File: config.mk
export PLATFORM = sky130hd
export DESIGN_NAME = throttle_pas_sensor_conditioner
export DESIGN_NICKNAME = d
export VERILOG_FILES = /design/src/sv/tpsc_pkg.sv /design/src/sv/tpsc_div.sv /design/src/sv/tpsc_mul.sv /design/src/sv/throttle_pas_sensor_conditioner.sv
export SDC_FILE = /design/constraint.sdc
export NUM_CORES = 1
export LEC_CHECK = 0
export BUFFER_PORTS_ARGS = -buffer_cell sky130_fd_sc_hd__buf_2
export CAP_MARGIN = 25
export CORE_MARGIN = 5
export CORE_UTILIZATION = 62
export CTS_CLUSTER_DIAMETER = 60
export DETAILED_ROUTE_END_ITERATION = 6
export PLACE_DENSITY = 0.8
export SLEW_MARGIN = 20
export SYNTH_ARGS = -nofsm -noshare
export SYNTH_HDL_FRONTEND = slang
export SYNTH_SLANG_ARGS = --single-unit
File: constraint.sdc
create_clock -name clk -period 5.7 [get_ports clk]
set_input_delay 0.855 -clock clk [delete_from_list [all_inputs] [get_ports clk]]
set_output_delay 0.855 -clock clk [all_outputs]
set_load 0.03 [all_outputs]
File: src/sv/tpsc_pkg.sv
// Shared types, widths and constants for the throttle / pedal-assist sensor conditioner.
// Used by every module of the block; depends on nothing.
package tpsc_pkg;

  localparam int ADC_BITS  = 12;
  localparam int FRAC_BITS = 16;

  // Q0.FRAC_BITS one and full scale.
  localparam logic [FRAC_BITS:0]   FRAC_ONE  = (FRAC_BITS + 1)'(1) << FRAC_BITS;
  localparam logic [FRAC_BITS-1:0] FRAC_FULL = '1;

  // Serial unit widths.
  localparam int ACC_W     = FRAC_BITS + 2;
  localparam int DIV_CNT_W = $clog2(FRAC_BITS);
  localparam int MUL_CNT_W = $clog2(FRAC_BITS + 1);

  // Configuration port.
  localparam int CFG_IDX_W  = 3;
  localparam int CFG_DATA_W = (ADC_BITS > FRAC_BITS + 1) ? ADC_BITS : FRAC_BITS + 1;

  localparam logic [CFG_IDX_W-1:0] REG_ADC_MIN       = 3'd0;
  localparam logic [CFG_IDX_W-1:0] REG_ADC_MAX       = 3'd1;
  localparam logic [CFG_IDX_W-1:0] REG_DEADZONE_LOW  = 3'd2;
  localparam logic [CFG_IDX_W-1:0] REG_DEADZONE_HIGH = 3'd3;
  localparam logic [CFG_IDX_W-1:0] REG_SMOOTH_ALPHA  = 3'd4;

  // Register reset values; fractions are rounded to the nearest code.
  localparam logic [ADC_BITS-1:0]  RST_ADC_MIN = ADC_BITS'(200);
  localparam logic [ADC_BITS-1:0]  RST_ADC_MAX = ADC_BITS'(3800);
  localparam longint ONE_L = longint'(1) << FRAC_BITS;
  localparam logic [FRAC_BITS-1:0] RST_DZ_LOW  = FRAC_BITS'((ONE_L * 5 + 50) / 100);
  localparam logic [FRAC_BITS-1:0] RST_DZ_HIGH = FRAC_BITS'((ONE_L * 2 + 50) / 100);
  localparam logic [FRAC_BITS:0]   RST_ALPHA   = (FRAC_BITS + 1)'((ONE_L * 15 + 50) / 100);

  localparam logic MODE_PULSE  = 1'b0;
  localparam logic MODE_SAMPLE = 1'b1;

  typedef struct packed {
    logic                mode;
    logic [ADC_BITS-1:0] throttle_raw;
    logic                hall_a;
    logic                hall_b;
    logic                button_in;
  } in_item_t;

  typedef struct packed {
    logic [FRAC_BITS-1:0] throttle_level;
    logic                 pas_active;
    logic [1:0]           hall_state;
    logic                 button_pressed;
  } out_item_t;

  typedef struct packed {
    logic                start;
    logic [ADC_BITS-1:0] num;
    logic [ADC_BITS-1:0] den;
  } div_req_t;

  typedef struct packed {
    logic               start;
    logic [FRAC_BITS:0] alpha;
    logic [FRAC_BITS:0] diff;
  } mul_req_t;

  typedef enum logic [2:0] {
    ST_IDLE,
    ST_DIV,
    ST_DZ,
    ST_MUL,
    ST_OUT
  } tpsc_state_t;

endpackage

File: src/sv/tpsc_div.sv
// Bit-serial restoring divider: one quotient bit per cycle, FRAC_BITS bits in all.
// Depends on tpsc_pkg. The numerator must be below the denominator.
module tpsc_div
  import tpsc_pkg::*;
(
  input  logic                 clk,
  input  logic                 rst_n,
  input  div_req_t             req,
  output logic                 done,
  output logic [FRAC_BITS-1:0] quo
);

  logic [ADC_BITS-1:0]  rem_r, rem_nxt;
  logic [ADC_BITS-1:0]  den_r, den_nxt;
  logic [FRAC_BITS-1:0] quo_r, quo_nxt;
  logic [DIV_CNT_W-1:0] cnt_r, cnt_nxt;
  logic                 busy_r, busy_nxt;
  logic                 done_r, done_nxt;
  logic [ADC_BITS:0]    sh;
  logic [ADC_BITS:0]    sub;
  logic                 ge;

  always_comb begin
    sh       = {rem_r, 1'b0};
    sub      = sh - {1'b0, den_r};
    ge       = (sh >= {1'b0, den_r});
    rem_nxt  = rem_r;
    den_nxt  = den_r;
    quo_nxt  = quo_r;
    cnt_nxt  = cnt_r;
    busy_nxt = busy_r;
    done_nxt = 1'b0;
    if (req.start) begin
      rem_nxt  = req.num;
      den_nxt  = req.den;
      cnt_nxt  = '0;
      busy_nxt = 1'b1;
    end else if (busy_r) begin
      rem_nxt = ge ? sub[ADC_BITS-1:0] : sh[ADC_BITS-1:0];
      quo_nxt = {quo_r[FRAC_BITS-2:0], ge};
      cnt_nxt = cnt_r + 1'b1;
      if (cnt_r == DIV_CNT_W'(FRAC_BITS - 1)) begin
        busy_nxt = 1'b0;
        done_nxt = 1'b1;
      end
    end
  end

  always_ff @(posedge clk) begin
    if (!rst_n) begin
      busy_r <= 1'b0;
      done_r <= 1'b0;
      cnt_r  <= '0;
    end else begin
      busy_r <= busy_nxt;
      done_r <= done_nxt;
      cnt_r  <= cnt_nxt;
    end
  end

  always_ff @(posedge clk) begin
    rem_r <= rem_nxt;
    den_r <= den_nxt;
    quo_r <= quo_nxt;
  end

  assign done = done_r;
  assign quo  = quo_r;

endmodule

File: src/sv/tpsc_mul.sv
// Bit-serial signed multiplier, LSB first over the weight bits, that returns
// floor(alpha * diff / 2^FRAC_BITS). Depends on tpsc_pkg.
module tpsc_mul
  import tpsc_pkg::*;
(
  input  logic             clk,
  input  logic             rst_n,
  input  mul_req_t         req,
  output logic             done,
  output logic [ACC_W-1:0] prod
);

  logic [FRAC_BITS:0]   a_r, a_nxt;
  logic [FRAC_BITS:0]   d_r, d_nxt;
  logic [ACC_W-1:0]     acc_r, acc_nxt;
  logic [MUL_CNT_W-1:0] cnt_r, cnt_nxt;
  logic                 busy_r, busy_nxt;
  logic                 done_r, done_nxt;
  logic [ACC_W:0]       pp;
  logic [ACC_W:0]       sum;

  always_comb begin
    // Partial product sign-extended to the sum width.
    pp       = a_r[0] ? {{2{d_r[FRAC_BITS]}}, d_r} : '0;
    sum      = {acc_r[ACC_W-1], acc_r} + pp;
    a_nxt    = a_r;
    d_nxt    = d_r;
    acc_nxt  = acc_r;
    cnt_nxt  = cnt_r;
    busy_nxt = busy_r;
    done_nxt = 1'b0;
    if (req.start) begin
      a_nxt    = req.alpha;
      d_nxt    = req.diff;
      acc_nxt  = '0;
      cnt_nxt  = '0;
      busy_nxt = 1'b1;
    end else if (busy_r) begin
      a_nxt   = a_r >> 1;
      cnt_nxt = cnt_r + 1'b1;
      if (cnt_r == MUL_CNT_W'(FRAC_BITS)) begin
        // The top weight bit carries no shift.
        acc_nxt  = sum[ACC_W-1:0];
        busy_nxt = 1'b0;
        done_nxt = 1'b1;
      end else begin
        // Arithmetic shift right drops one fraction bit; floors compose exactly.
        acc_nxt = sum[ACC_W:1];
      end
    end
  end

  always_ff @(posedge clk) begin
    if (!rst_n) begin
      busy_r <= 1'b0;
      done_r <= 1'b0;
      cnt_r  <= '0;
    end else begin
      busy_r <= busy_nxt;
      done_r <= done_nxt;
      cnt_r  <= cnt_nxt;
    end
  end

  always_ff @(posedge clk) begin
    a_r   <= a_nxt;
    d_r   <= d_nxt;
    acc_r <= acc_nxt;
  end

  assign done = done_r;
  assign prod = acc_r;

endmodule

File: src/sv/throttle_pas_sensor_conditioner.sv
// Top level of the throttle / pedal-assist sensor conditioner.
// Depends on tpsc_pkg, tpsc_div and tpsc_mul.
//
// The block takes one item at a time. A pedal pulse transfer (mode 0) only
// marks pedal activity; the block stays idle and gives no result. A sample
// transfer (mode 1) maps the raw reading onto a Q0.16 fraction, applies the
// low and high dead zones and an exponential moving average, and produces
// one result. A reading strictly inside the calibrated span goes through the
// bit-serial divider, one quotient bit a cycle; other readings skip it. The
// moving average always goes through the bit-serial multiplier, one weight
// bit a cycle. A sample steps from idle through the divide state (when it
// is divided), the dead-zone step, the multiply state and the output state.
// The result sits in an output register, so the block returns to idle and
// takes pedal pulses while a result waits; the next sample finishes its
// work and then waits for that register to empty. Configuration writes are
// always ready and update their register at once, so a write while a sample
// is in work can still change that sample's dead zones or smoothing weight.
module throttle_pas_sensor_conditioner
  import tpsc_pkg::*;
(
  input  logic                  clk,
  input  logic                  rst_n,
  input  logic                  in_valid,
  output logic                  in_ready,
  input  in_item_t              in_data,
  output logic                  out_valid,
  input  logic                  out_ready,
  output out_item_t             out_data,
  input  logic                  cfg_valid,
  output logic                  cfg_ready,
  input  logic [CFG_IDX_W-1:0]  cfg_index,
  input  logic [CFG_DATA_W-1:0] cfg_data
);

  // Configuration registers.
  logic [ADC_BITS-1:0]  adc_min_r;
  logic [ADC_BITS-1:0]  adc_max_r;
  logic [FRAC_BITS-1:0] dz_low_r;
  logic [FRAC_BITS-1:0] dz_high_r;
  logic [FRAC_BITS:0]   alpha_r;

  // Control and datapath registers.
  tpsc_state_t          state_r, state_nxt;
  logic [FRAC_BITS-1:0] m_r, m_nxt;
  logic [FRAC_BITS-1:0] s_r, s_nxt;
  logic                 pulse_r, pulse_nxt;
  logic                 pas_r, pas_nxt;
  logic [1:0]           hall_r, hall_nxt;
  logic                 btn_r, btn_nxt;
  logic                 out_valid_r, out_valid_nxt;
  out_item_t            out_data_r, out_data_nxt;

  div_req_t             div_req;
  logic                 div_done;
  logic [FRAC_BITS-1:0] div_quo;
  mul_req_t             mul_req;
  logic                 mul_done;
  logic [ACC_W-1:0]     mul_prod;

  logic [FRAC_BITS:0]   hi_limit;
  logic [FRAC_BITS-1:0] m_dz;
  logic [FRAC_BITS:0]   alpha_eff;
  logic [ACC_W-1:0]     s_sum;

  assign cfg_ready = 1'b1;

  always_ff @(posedge clk) begin
    if (!rst_n) begin
      adc_min_r <= RST_ADC_MIN;
      adc_max_r <= RST_ADC_MAX;
      dz_low_r  <= RST_DZ_LOW;
      dz_high_r <= RST_DZ_HIGH;
      alpha_r   <= RST_ALPHA;
    end else if (cfg_valid) begin
      case (cfg_index)
        REG_ADC_MIN:       adc_min_r <= cfg_data[ADC_BITS-1:0];
        REG_ADC_MAX:       adc_max_r <= cfg_data[ADC_BITS-1:0];
        REG_DEADZONE_LOW:  dz_low_r  <= cfg_data[FRAC_BITS-1:0];
        REG_DEADZONE_HIGH: dz_high_r <= cfg_data[FRAC_BITS-1:0];
        REG_SMOOTH_ALPHA:  alpha_r   <= cfg_data[FRAC_BITS:0];
        default: ;
      endcase
    end
  end

  // Dead zones on the mapped value. The high zone starts above one minus
  // deadzone_high, computed one bit wider so that a zero width never fires.
  always_comb begin
    hi_limit = FRAC_ONE - {1'b0, dz_high_r};
    if (m_r < dz_low_r) begin
      m_dz = '0;
    end else if ({1'b0, m_r} > hi_limit) begin
      m_dz = FRAC_FULL;
    end else begin
      m_dz = m_r;
    end
    // Weights above one act as one.
    alpha_eff = (alpha_r > FRAC_ONE) ? FRAC_ONE : alpha_r;
    // New level is s + floor(alpha * (m - s) / one); it always lands in range.
    s_sum = {2'b00, s_r} + mul_prod;
  end

  always_comb begin
    state_nxt     = state_r;
    m_nxt         = m_r;
    s_nxt         = s_r;
    pulse_nxt     = pulse_r;
    pas_nxt       = pas_r;
    hall_nxt      = hall_r;
    btn_nxt       = btn_r;
    out_valid_nxt = out_valid_r;
    out_data_nxt  = out_data_r;
    div_req.start = 1'b0;
    div_req.num   = in_data.throttle_raw - adc_min_r;
    div_req.den   = adc_max_r - adc_min_r;
    mul_req.start = 1'b0;
    mul_req.alpha = alpha_eff;
    mul_req.diff  = {1'b0, m_dz} - {1'b0, s_r};
    in_ready      = (state_r == ST_IDLE);

    if (out_valid_r && out_ready) begin
      out_valid_nxt = 1'b0;
    end

    case (state_r)
      ST_IDLE: begin
        if (in_valid) begin
          if (in_data.mode == MODE_PULSE) begin
            pulse_nxt = 1'b1;
          end else begin
            pas_nxt   = pulse_r;
            pulse_nxt = 1'b0;
            hall_nxt  = {in_data.hall_a, in_data.hall_b};
            btn_nxt   = in_data.button_in;
            if (in_data.throttle_raw <= adc_min_r) begin
              m_nxt     = '0;
              state_nxt = ST_DZ;
            end else if (in_data.throttle_raw >= adc_max_r) begin
              // Covers an empty or inverted span and a quotient of one or more.
              m_nxt     = FRAC_FULL;
              state_nxt = ST_DZ;
            end else begin
              div_req.start = 1'b1;
              state_nxt     = ST_DIV;
            end
          end
        end
      end
      ST_DIV: begin
        if (div_done) begin
          m_nxt     = div_quo;
          state_nxt = ST_DZ;
        end
      end
      ST_DZ: begin
        mul_req.start = 1'b1;
        state_nxt     = ST_MUL;
      end
      ST_MUL: begin
        if (mul_done) begin
          s_nxt     = s_sum[FRAC_BITS-1:0];
          state_nxt = ST_OUT;
        end
      end
      ST_OUT: begin
        if (!out_valid_r || out_ready) begin
          out_valid_nxt               = 1'b1;
          out_data_nxt.throttle_level = s_r;
          out_data_nxt.pas_active     = pas_r;
          out_data_nxt.hall_state     = hall_r;
          out_data_nxt.button_pressed = btn_r;
          state_nxt                   = ST_IDLE;
        end
      end
      default: begin
        state_nxt = ST_IDLE;
      end
    endcase
  end

  always_ff @(posedge clk) begin
    if (!rst_n) begin
      state_r     <= ST_IDLE;
      s_r         <= '0;
      pulse_r     <= 1'b0;
      out_valid_r <= 1'b0;
    end else begin
      state_r     <= state_nxt;
      s_r         <= s_nxt;
      pulse_r     <= pulse_nxt;
      out_valid_r <= out_valid_nxt;
    end
  end

  always_ff @(posedge clk) begin
    m_r        <= m_nxt;
    pas_r      <= pas_nxt;
    hall_r     <= hall_nxt;
    btn_r      <= btn_nxt;
    out_data_r <= out_data_nxt;
  end

  tpsc_div u_div (
    .clk  (clk),
    .rst_n(rst_n),
    .req  (div_req),
    .done (div_done),
    .quo  (div_quo)
  );

  tpsc_mul u_mul (
    .clk  (clk),
    .rst_n(rst_n),
    .req  (mul_req),
    .done (mul_done),
    .prod (mul_prod)
  );

  assign out_valid = out_valid_r;
  assign out_data  = out_data_r;

endmodule

Word level (Yosys, flattened, before mapping)

Index checks and enable logic that the tools add are counted.

Logic and storage cells: 130
Register bits after elaboration: 239

$lt $le $gt $ge: 6
Reductions and logical operators: 24
Eq/ne operators: 16
Add/sub/neg operators: 9
Bitwise logic cells: 4
Mux-type cells: 42

Operators by type and width:

| cell                   | number |
|---|---|
| $mux 16                | 7 |
| $mux 17                | 3 |
| $mux 12                | 3 |
| $sub 12x12->12         | 3 |
| $pmux 16 s2            | 1 |
| $add 19x19->19         | 1 |
| $mux 19                | 1 |
| $mux 1                 | 18 |
| $mux 18                | 1 |
| $reduce_and 2->1       | 9 |
| $gt 16x17->1           | 1 |
| $gt 17x17->1 const B   | 1 |
| $sub 16x16->17         | 1 |
| $sub 17x16->17 const A | 1 |
| $add 16x16->16         | 1 |
| $lt 16x16->1           | 1 |
| $mux 3                 | 5 |
| $pmux 3 s5             | 1 |
| $ge 13x12->1           | 1 |
| $eq 3x2->1 const B     | 4 |
| $ge 12x12->1           | 1 |
| $le 12x12->1           | 1 |
| $reduce_and 5->1       | 2 |
| $eq 3x1->1 const B     | 2 |
| 18 further kinds       | 31 |

Depth between registers and ports, before layout

Word-level depth: 8
Mapped depth: 23
Gate-level depth less buffers: 22

By module

A second synthesis with hierarchy kept.

Cell total of the unflattened synthesis: 1525
Area, all modules: 14477.6 µm²

By module, submodules not included:

| module                          | area an instance (µm²) | cells an instance | instances | sequential area each (µm²) |
|---|---|---|---|---|
| throttle_pas_sensor_conditioner | 8777.2                 | 1006              | 1         | 3083.0 |
| tpsc_mul                        | 3321.9                 | 323               | 1         | 1521.5 |
| tpsc_div                        | 2378.5                 | 196               | 1         | 1321.3 |

Least setup slack after synthesis

Ideal clock, no wire load.

Kind: register -> register
Start: register dz_high_r[2]
End: register u_mul.d_r[16], data pin
Arrival: 4628 ps
Required time: 5433 ps
Slack: 805 ps
Setup time: 267 ps
Stages on the path, launching flop included: 24
Period minus slack after synthesis: 4895 ps
Path through: dfxtp_1 > or4_1 > nor2_1 > nand2_1 > nor4_1 > xor2_1 > ha_1 > a21o_1 > a21o_1 > a21oi_1 > o21ai_0 > a21oi_1 > a211oi_2 > buf_2 > o21ai_0 > ha_1 > fa_1 > nor2b_1 > o31a_1 > nor3_1 > o21ai_0 > a31oi_1 > o21ai_0 > a31oi_1

RTL lines:

| element                | RTL line                              | text |
|---|---|---|
| start, declared        | throttle_pas_sensor_conditioner.sv:39 | `logic [FRAC_BITS-1:0] dz_high_r;` |
| start signal, assigned | throttle_pas_sensor_conditioner.sv:79 | `REG_DEADZONE_HIGH: dz_high_r <= cfg_data[FRAC_BITS-1:0];` |
| end signal, assigned   | tpsc_mul.sv:67                        | `d_r <= d_nxt;` |
| end, declared          | tpsc_mul.sv:14                        | `logic [FRAC_BITS:0] d_r, d_nxt;` |

==> summary.txt <==
Hold path
  – Hold Crit Start: btn_r
  – Worst Hold End: out_data[0]
  – Worst hold path stage count: 0
  – HP Class: flop to flop

Timing
  – Unrepaired setup endpoints after global routing: false
  – Final Slew Violations: 0
  – Setup Total Neg Slack: 0 ps
  – Final hold viol count: 0
  – WHS: around 420 ps
  – Minimum clock period: ~5200 ps
  – F_max: 191 MHz
  – Clk_skew: approximately 13 ps
  – Actual slew at the worst max-slew pin: 943 ps
  – Crit share post-route: 0.919
  – Final WS setup: approximately 460 ps
  – Slew headroom: 0.372
  – Final Setup Violations: 0

Die
  – DIE HEIGHT: about 160 um
  – Die X: ~160 um
  – Core box area: 22600 um2
  – Die area: ~26000 um2
  – Num ports: 64
  – Std cell rows: 55
  – Initial Util: 0.628

Final layout
  – Nets@finish: 1774
  – Diodes inserted: 0
  – Layout cells sized above 1: 0.103
  – Filler cells: roughly 1.8k
  – Area of the multi-input gates: about 7700 um2
  – Register area: 5930 um2
  – Final Cell Area: about 16000 um2
  – Final non-filler cell total: roughly 1.9k
  – Layout Utilization: 0.693
  – P&R area growth vs syn: 10.3%

Synth
  – Sequential area share after synthesis: 0.418
  – Yosys warning count: 0
  – XOR/XNOR Fraction of Synth Area: 0.0445
  – Post-synth EDFFs: roughly 110
  – Synth unique cells: 71
  – Synth Area in Compound Gates: 0.186
  – Ranking of synthesized cells by area: edfxtp_1 (24%), dfxtp_1 (18%), ha_1 (12%)
  – Post-Syn Nets: around 1.7k
  – Post-Synth Simple-Gate Area: 0.167
  – Syn Std Cell Area: between 10000 and 15000 um2
  – Syn avg cell area: ~9 um2
  – Ys async rst share: 0
  – Yosys top cell by area: edfxtp_1
  – Dominant synthesized flop cell: dfxtp_1
  – Mux cell area share after synthesis: 0.0169
  – Largest family of logic cells by synthesized area: compound AO/OA/AOI/OAI gates
  – Synth Register Bits: between 200 and 250
  – Synth Instances: around 1.5k
  – Area share of the largest cell type after synthesis: 0.241
  – Post-synthesis adder-cell area fraction: 0.124

GRT
  – Overflow after GRT: 0
  – First-pass GRT wire length: roughly 55000 um
  – Pin count of the biggest net entering global routing: 58
  – Initial antenna violation count: 0
  – GRT Util Overall: 0.255
  – Vias in the first global route: 11.0k

Power and ir drop
  – Maximum vdd drop: 0.250 mV
  – Pwr/cell area: 387 nW/um2
  – Leakage: about 6.4 nW
  – Tot Pwr: just over 6 mW

Setup path
  – Reg2Reg Depth: 23
  – CP required: just under 6000 ps
  – Worst Path Arrival: approximately 5500 ps
  – Crit Path Category: flop to flop
  – Crit path from: dz_high_r[2]
  – Reg2reg end: u_mul.d_r[14]
  – Startpoint Class: flop
  – CP Max Fanout: 17
  – Reg2reg setup slack: between 400 and 500 ps
  – Crit. End Element: flop
  – RR Startpoint: dz_high_r[2]

Drt
  – Routed vias: approximately 11k
  – Final WL: ~34000 um
  – Number of antenna-violating nets in the routed design: 0
  – Iter 0 DRT Violations: roughly 800
  – Drt first pass iters: 5
  – Routed length per placed instance: 17.8 um
  – Vias/cell: 6.02
  – DRC viols: 0

Placement
  – Routability Congestion: approximately 0.89
  – Placed cell count: 1851
  – Instance area at placement: 14700 um2
  – Post-DP HPWL: approximately 25000 um
  – Pre-CTS setup slack: 448 ps
  – Port Buffers: 62

Clock network
  – Clk sink count: 239
  – Clk pin slew, worst setup/hold paths: approximately 60 ps
  – Clk_lat worst skew: around 530 ps
  – Max clock buf depth: 3
  – CTS tree: done
  – Htree depth: 1
  – Total CTS buffers: 27
  – Clk Tree Root Cell: clkbuf_16

Status
  – Status: finished, final reports clean

Flow run
  – Max-cap viol count: 0
worst max path at each step:
| stage | end |
|---|---|
| floorplan | u_mul.d_r[16] |
| global placement | u_mul.d_r[16] |
| detailed placement | u_mul.d_r[16] |
| CTS | u_mul.d_r[14] |
| global route | u_mul.d_r[16] |
| finish | u_mul.d_r[14] |
cell families after synthesis:
kind of cell,Yosys count
buffers and inverters,160
adders and majority gates,137
other,1
DFF,239
muxes,23
AOI/OAI and AO/OA,410
and+or+nand+nor,506
xor gates and xnor gates,72
area by class of cell:
| type | instances | share of cell area |
|---|---|---|
| Multi-Input combinational cell | 1149 | 0.490 |
| Sequential cell | 239 | 0.379 |
| Clock buffer | 36 | 0.0514 |
| Timing Repair Buffer | 76 | 0.0270 |
| Inverter | 103 | 0.0247 |
| Tap cell | 285 | 0.0228 |
| Clock inverter | 13 | 0.00504 |
cells in the final DEF, fill, tap and decap left out, drive strengths merged, types with 10 or more instances in the layout:
cell	count
and2	20
inv	105
o21a	37
edfxtp	114
a211oi	27
nor2b	17
a22o	15
clkinv	10
nand4	20
xor2	28
a31oi	13
nor2	96
a31o	17
or2	11
xnor2	44
nand2b	12
dfxtp	125
ha	131
nor4	10
clkbuf	36
nor3	25
nand2	219
o211ai	25
a21o	29
nand3	34
a21oi	126
buf	76
o21ai	75
mux2i	18
worst max-delay path: stages (launching register included):
cell and delay, ps:
dfxtp_1 340, or4_1 600, nor2_1 180, nand2_1 150, nor4_2 210, xor2_1 110, ha_1 310, a21o_1 110
a21o_1 110, a21oi_1 60, o21ai_0 130, a21oi_1 70, a211oi_2 220, buf_4 250, o21ai_0 110, ha_1 250
fa_1 430, nor2b_1 180, o31a_1 180, nor3_1 60, o21ai_0 290, a31oi_1 180, o21ai_0 320, xor2_1 120
routing by layer:
metal	routed length, um	track usage	vias to the layer above
met5	0	0	-
met4	958	0.0810	0
met3	2190	0.0347	67
met2	15400	0.412	375
met1	15400	0.360	5329
li1	-	-	5669
where the power goes:
part | switching, mW | leakage, nW | internal (mW)
Sequential | 0.169 | 2.07 | 2.10
Combinational | 1.21 | 3.84 | 0.882
Clock | 0.704 | 0.451 | 0.993
Yosys cell counts (all sizes together) (4+ instances only):
cell type and number:
nand2 219, ha 131, a21oi 126, dfxtp 125
edfxtp 114, inv 102, nor2 96, o21ai 75
clkbuf 49, xnor2 44, o21a 37, nand3 34
a21o 29, xor2 28, a211oi 27, nor3 25
o211ai 25, and2 20, nand4 20, mux2i 18
a31o 17, nor2b 17, a22o 15, a31oi 13
nand2b 12, or2 11, nor4 10, and3 9
buf 8, o31a 7, or3 7, or4 7
fa 6, o22ai 6, mux2 5, nand3b 5
nor3b 5, o31ai 5, a311oi 4, o21bai 4
flip-flops by register name (all words and copies together), names as in the netlist, 2 cells and up:
signal,cells
m_r,16
u_mul.prod,18
u_mul.d_r,17
u_div.den_r,12
dz_high_r,16
dz_low_r,16
u_div.cnt_r,4
alpha_r,17
out_data,20
u_div.quo,16
adc_min_r,12
u_mul.cnt_r,5
u_mul.a_r,17
u_div.rem_r,12
state_r,3
hall_r,2
adc_max_r,12
s_r,16
repair_timing:
item / CTS / global route
setup buffers: 0 / 0
endpoints found under the setup margin: 0 / 1
resized for setup: 0 / 1
hold buffers: 0 / 0
(Power assumes the default switching activity.)
